$ cat src/rtl/core/qvr_pkg.sv
// ----------------------------------------------------------------------------
// qvr_pkg
// Widths, defaults and stage payload types of the quaternion rotation block.
// ----------------------------------------------------------------------------
package qvr_pkg;

  localparam int QUAT_W   = 16;            // quaternion component field
  localparam int ACC_IN_W = 16;            // body acceleration field
  localparam int OUT_W    = 17;            // world acceleration field
  localparam int A_W      = ACC_IN_W + 1;  // acceleration after extension
  localparam int PROD_W   = 2 * QUAT_W;    // quaternion pair product
  localparam int TERM_W   = PROD_W + 1;    // off-unit part of a matrix element
  localparam int PART_W   = A_W + TERM_W;  // acceleration times matrix term
  localparam int DOT_W    = 64;            // dot product, wraps mod 2^64

  localparam int STAGES   = 5;             // register stages, input to output

  localparam int QUAT_FRAC_BITS_DEF = 14;
  localparam int ACC_WIDTH_DEF      = 16;

  localparam logic signed [OUT_W-1:0] OUT_MAX = {1'b0, {(OUT_W-1){1'b1}}};
  localparam logic signed [OUT_W-1:0] OUT_MIN = {1'b1, {(OUT_W-1){1'b0}}};

  // Matrix element (i,j) is delta(i,j) * 1.0 + 2 * m[i][j].
  typedef struct {
    logic signed [TERM_W-1:0] m [3][3];
    logic signed [A_W-1:0]    a [3];
  } qvr_term_t;

  typedef logic signed [DOT_W-1:0] qvr_dot_t;

endpackage

$ cat src/rtl/core/qvr_round_sat.sv
// ----------------------------------------------------------------------------
// qvr_round_sat
// Stage 5: round to nearest (ties up), saturate, output register.
// ----------------------------------------------------------------------------
module qvr_round_sat #(
  parameter int QUAT_FRAC_BITS = qvr_pkg::QUAT_FRAC_BITS_DEF
) (
  input  logic                              clk_i,
  input  logic                              rst_ni,
  input  logic                              valid_i,
  output logic                              ready_o,
  input  qvr_pkg::qvr_dot_t                 dot_i [3],
  output logic                              valid_o,
  input  logic                              ready_i,
  output logic signed [qvr_pkg::OUT_W-1:0]  world_acc_x_o,
  output logic signed [qvr_pkg::OUT_W-1:0]  world_acc_y_o,
  output logic signed [qvr_pkg::OUT_W-1:0]  world_acc_z_o
);

  localparam int OUT_W  = qvr_pkg::OUT_W;
  localparam int DOT_W  = qvr_pkg::DOT_W;
  localparam int FRAC   = 2 * QUAT_FRAC_BITS;
  localparam qvr_pkg::qvr_dot_t HALF = qvr_pkg::qvr_dot_t'(1) <<< (FRAC - 1);

  logic                    v5_q;
  logic                    en5;
  qvr_pkg::qvr_dot_t       rnd [3];
  qvr_pkg::qvr_dot_t       shr [3];
  logic signed [OUT_W-1:0] res_d [3];
  logic signed [OUT_W-1:0] res_q [3];

  assign en5           = ~v5_q | ready_i;
  assign ready_o       = en5;
  assign valid_o       = v5_q;
  assign world_acc_x_o = res_q[0];
  assign world_acc_y_o = res_q[1];
  assign world_acc_z_o = res_q[2];

  always_comb begin
    for (int i = 0; i < 3; i++) begin
      rnd[i] = dot_i[i] + HALF;
      shr[i] = rnd[i] >>> FRAC;
      // In range when all bits above the output sign agree with it.
      if ((&shr[i][DOT_W-1:OUT_W-1]) || !(|shr[i][DOT_W-1:OUT_W-1])) begin
        res_d[i] = shr[i][OUT_W-1:0];
      end else if (shr[i][DOT_W-1]) begin
        res_d[i] = qvr_pkg::OUT_MIN;
      end else begin
        res_d[i] = qvr_pkg::OUT_MAX;
      end
    end
  end

  always_ff @(posedge clk_i or negedge rst_ni) begin
    if (!rst_ni) begin
      v5_q <= 1'b0;
    end else if (en5) begin
      v5_q <= valid_i;
    end
  end

  always_ff @(posedge clk_i) begin
    if (en5) begin
      res_q <= res_d;
    end
  end

endmodule

$ cat config.mk
export PLATFORM = sky130hd
export DESIGN_NAME = qvr_round_sat
export DESIGN_NICKNAME = d
export VERILOG_FILES = /design/src/rtl/core/qvr_pkg.sv /design/src/rtl/core/qvr_round_sat.sv
export SDC_FILE = /design/constraint.sdc
export NUM_CORES = 1
export LEC_CHECK = 0
export BUFFER_PORTS_ARGS = -buffer_cell sky130_fd_sc_hd__buf_2
export CAP_MARGIN = 20
export CORE_MARGIN = 1.5
export CORE_UTILIZATION = 38
export DETAILED_ROUTE_END_ITERATION = 8
export GPL_ROUTABILITY_DRIVEN = 1
export PLACE_DENSITY = 0.77
export RECOVER_POWER = 25
export SYNTH_ARGS = -nofsm -noshare
export SYNTH_HDL_FRONTEND = slang
export SYNTH_SLANG_ARGS = --single-unit
$ cat constraint.sdc
create_clock -name clk_i -period 2.6 [get_ports clk_i]
set_input_delay 0.52 -clock clk_i [delete_from_list [all_inputs] [get_ports clk_i]]
set_output_delay 0.52 -clock clk_i [all_outputs]
set_load 0.05 [all_outputs]
==> reports/qor.yml <==
status:
  violations: "negative setup slack"
  status: "complete, but fails checks"
critical_path:
  slowest_delay_ns: 0.53
  arrival_ns: 2.88
  crit_type: "in -> reg"
  crit_slowest_cell: "or4b_4"
  end_kind: "flip-flop"
  cpLargestDelayFamily: "simple AND/OR/NAND/NOR gates"
  path_cells: "buf_8 -> nand4_4 -> nor4_4 -> nand3_2 -> or4_1 -> a211o_1 -> or4b_4 -> o21ai_4 -> buf_6 -> o21ai_1"
  worstPathMaxFanout: 8
  startpoint_type: "input pin"
  worstPathRequired_ns: 2.64
  critPathBufInv: 2
global_route:
  gr-usage-met1_pct: 28.5
  grtUsageTotal_pct: 24.1
  grt-busiest-layer: "met2"
  use_met3_pct: 3.97
  grt_max_degree: 53
  antenna_found_initial: 0
  grt_pass1_wl_um: 25400
  overflow: 0
  global_route.usage.met2_pct: 42.9
  grt_pass1_vias: 5581
run:
  maxCapViolations: 0
yosys:
  ys_async_sr_fraction_pct: 1.92
  synth_top_area_cell: "edfxtp_1"
  synthFlopType: "edfxtp_1"
  synth_edf_count: 51
  yosysTopAreaCellShare_pct: 32.5
  netlist_area_sq_um: 4720
  yosys-top-cells-area: "edfxtp_1, xor2_1, nand3_1"
  avgSynthCellArea_sq_um: 8.74
  synth_fp_nets: 739
  yosysSeqAreaShare_pct: 33.0
  synth-seq-cells: 52
  syn_inst: 540
  synth_cell_types: 68
  yosysWarnings: 0
place:
  place_congestion: 0.993
  portBuffers: 167
  hpwl_um: 12500
  dpl.cell_count: 1034
  dpl_cell_area_sq_um: 7160
pwr:
  power_uw: 2660
  leakagePower_uw: 0.00331
  ir_drop_v: 0.000245
  power.density_nw_per_um2: 326
route:
  num_vias: 5844
  drc: 0
  drt-initial-drc-count: 411
  viasPerCell: 5.40
  routed_wirelength_um: 17100
  drt_first_pass_iters: 5
  post_drt_wl_per_cell_um: 15.8
  drtAntennaViolNets: 0
cts:
  cts_root_buf: "clkbuf_16"
  cts_sinks: 52
  cts_buffers: 5
  htreeDepth: 2
  cts.clk_slew.worst_paths_ns: 0.07
  cts_tree: "yes"
  clk-insertion-delay-late_ns: 0.29
  clock_path_buffers: 2
cells_and_area:
  utilization_pct: 67.7
  finalInstanceArea_sq_um: 8170
  fin_nets: 1112
  layout_commonest_cell: "buf_4"
  area_delta_synth_final_pct: 73.1
  finalNonFillerCells: 1082
  drive_above_1_share_pct: 50.2
  diodes: 0
  fillers: 946
  layout_common_cells: "buf_4, buf_2, edfxtp_1"
floorplanning:
  die_x_um: 114
  die_area_sq_um: 13100
  placeableCoreArea_sq_um: 12100
  start_util_pct: 39.1
  row_count: 40
  io_pins: 249
  die_h_um: 114
timing:
  setup-tns-final_ns: -5.63
  period_needed_ns: 2.84
  rsz0062_at_grt: "true"
  setup_ws_ns: -0.241
  clock_skew_ns: 0.00379
  drv_slew: 0
  finalCritPeriodShare_pct: 109
  max_slew.worst_pin.slew_ns: 1.24
  max_slew_margin_pct: 17.6
  setup_viol: 37
  fmax_ghz: 0.352
  finalHoldViolCount: 0
worst_hold_path:
  min_path_type: "in -> reg"
area by class of cell:
class                   count  area (sq um)  area share [%]
multi-input cells         461          3430            42.0
repair buffers            385          2790            34.2
flip-flops and latches     52          1560            19.1
well taps                 168           210            2.57
clock buffers               5           125            1.53
inverters                   8          30.0           0.368
clock inverters             3          27.5           0.337
cell families (layout without fill, tap and decap cells):
kind of cell / after synthesis / after routing / synth area share [%]
simple gates: 269 / 269 / 32.8
compound gates: 101 / 102 / 13.4
xor+xnor: 79 / 79 / 14.7
flops: 52 / 52 / 33.0
buf+inv: 28 / 401 / 3.55
mux: 8 / 8 / 1.78
fa+ha+maj: 3 / 3 / 0.796
power by group:
part           internal, uW  switching (uW)
sequential              996            18.0
clock                   365             301
combinational           400             583
total                  1760             902
Yosys cell counts (3+ instances only):
library cell  instances
inv_1                 8
nor3_1               17
nor4_1                7
or4_1                 7
xor2_1               50
nand3b_1              3
nand4_1              38
and4_1               15
and2_1                5
o31ai_1               3
a31o_2                3
a21oi_1              23
nand2b_1              4
a31oi_1               4
edfxtp_1             51
nand3_1              51
mux2_2                3
xnor2_1              29
nor2_1               32
nand2_1              52
clkbuf_1             11
mux2i_1               5
buf_2                 3
a211oi_1              3
o21ai_1               9
o21ai_0              28
ha_1                  3
o211ai_1              4
and3_1               17
sequential cells by signal (all words and copies together) (netlist names):
register,cells
world_acc_z_o,17
valid_o,1
world_acc_x_o,17
world_acc_y_o,17
worst paths after layout:
path                                startpoint                          end  slack (ns)  cells after the start
min in group asynchronous               rst_ni          valid_o$_DFFE_PN0P_        0.53                      2
max in group asynchronous               rst_ni          valid_o$_DFFE_PN0P_        1.99                      2
hold / removal                         valid_i          valid_o$_DFFE_PN0P_        0.42                      2
setup / recovery                    dot_i[164]   world_acc_x_o[6]$_DFFE_PP_       -0.24                     10
hold reg to reg            valid_o$_DFFE_PN0P_          valid_o$_DFFE_PN0P_        1.40                      3
setup reg to reg           valid_o$_DFFE_PN0P_  world_acc_x_o[13]$_DFFE_PP_        0.81                      2
worst register-to-register path, cell delays in order, from the launching register on:
cell,delay [ns]
dfrtp_1,0.38
nand2b_2,0.08
clkbuf_2,0.92
metal layers:
layer,vias up,wire [um]
met3,57,982
met1,2701,6780
met2,264,8610
met5,-,0
li1,2822,-
met4,0,709
per-stage QoR:
stage / hold WS (ns) / worst slack [ns]
after detailed placement: 0.297 / -0.603
after CTS: 0.412 / -0.265
after floorplan: 0.224 / -0.438
after global placement: 0.295 / -0.511
final: 0.419 / -0.241
after global routing: 0.423 / -0.301
timing repair:
item	4_1_cts	5_1_grt
pin swaps	24	45
hold buffers	1	0
cloned	3	0
setup endpoints to repair	48	48
gates resized for setup	73	79
buffers inserted	21	18
hold endpoints to repair	1	0
(Power assumes the default switching activity.)
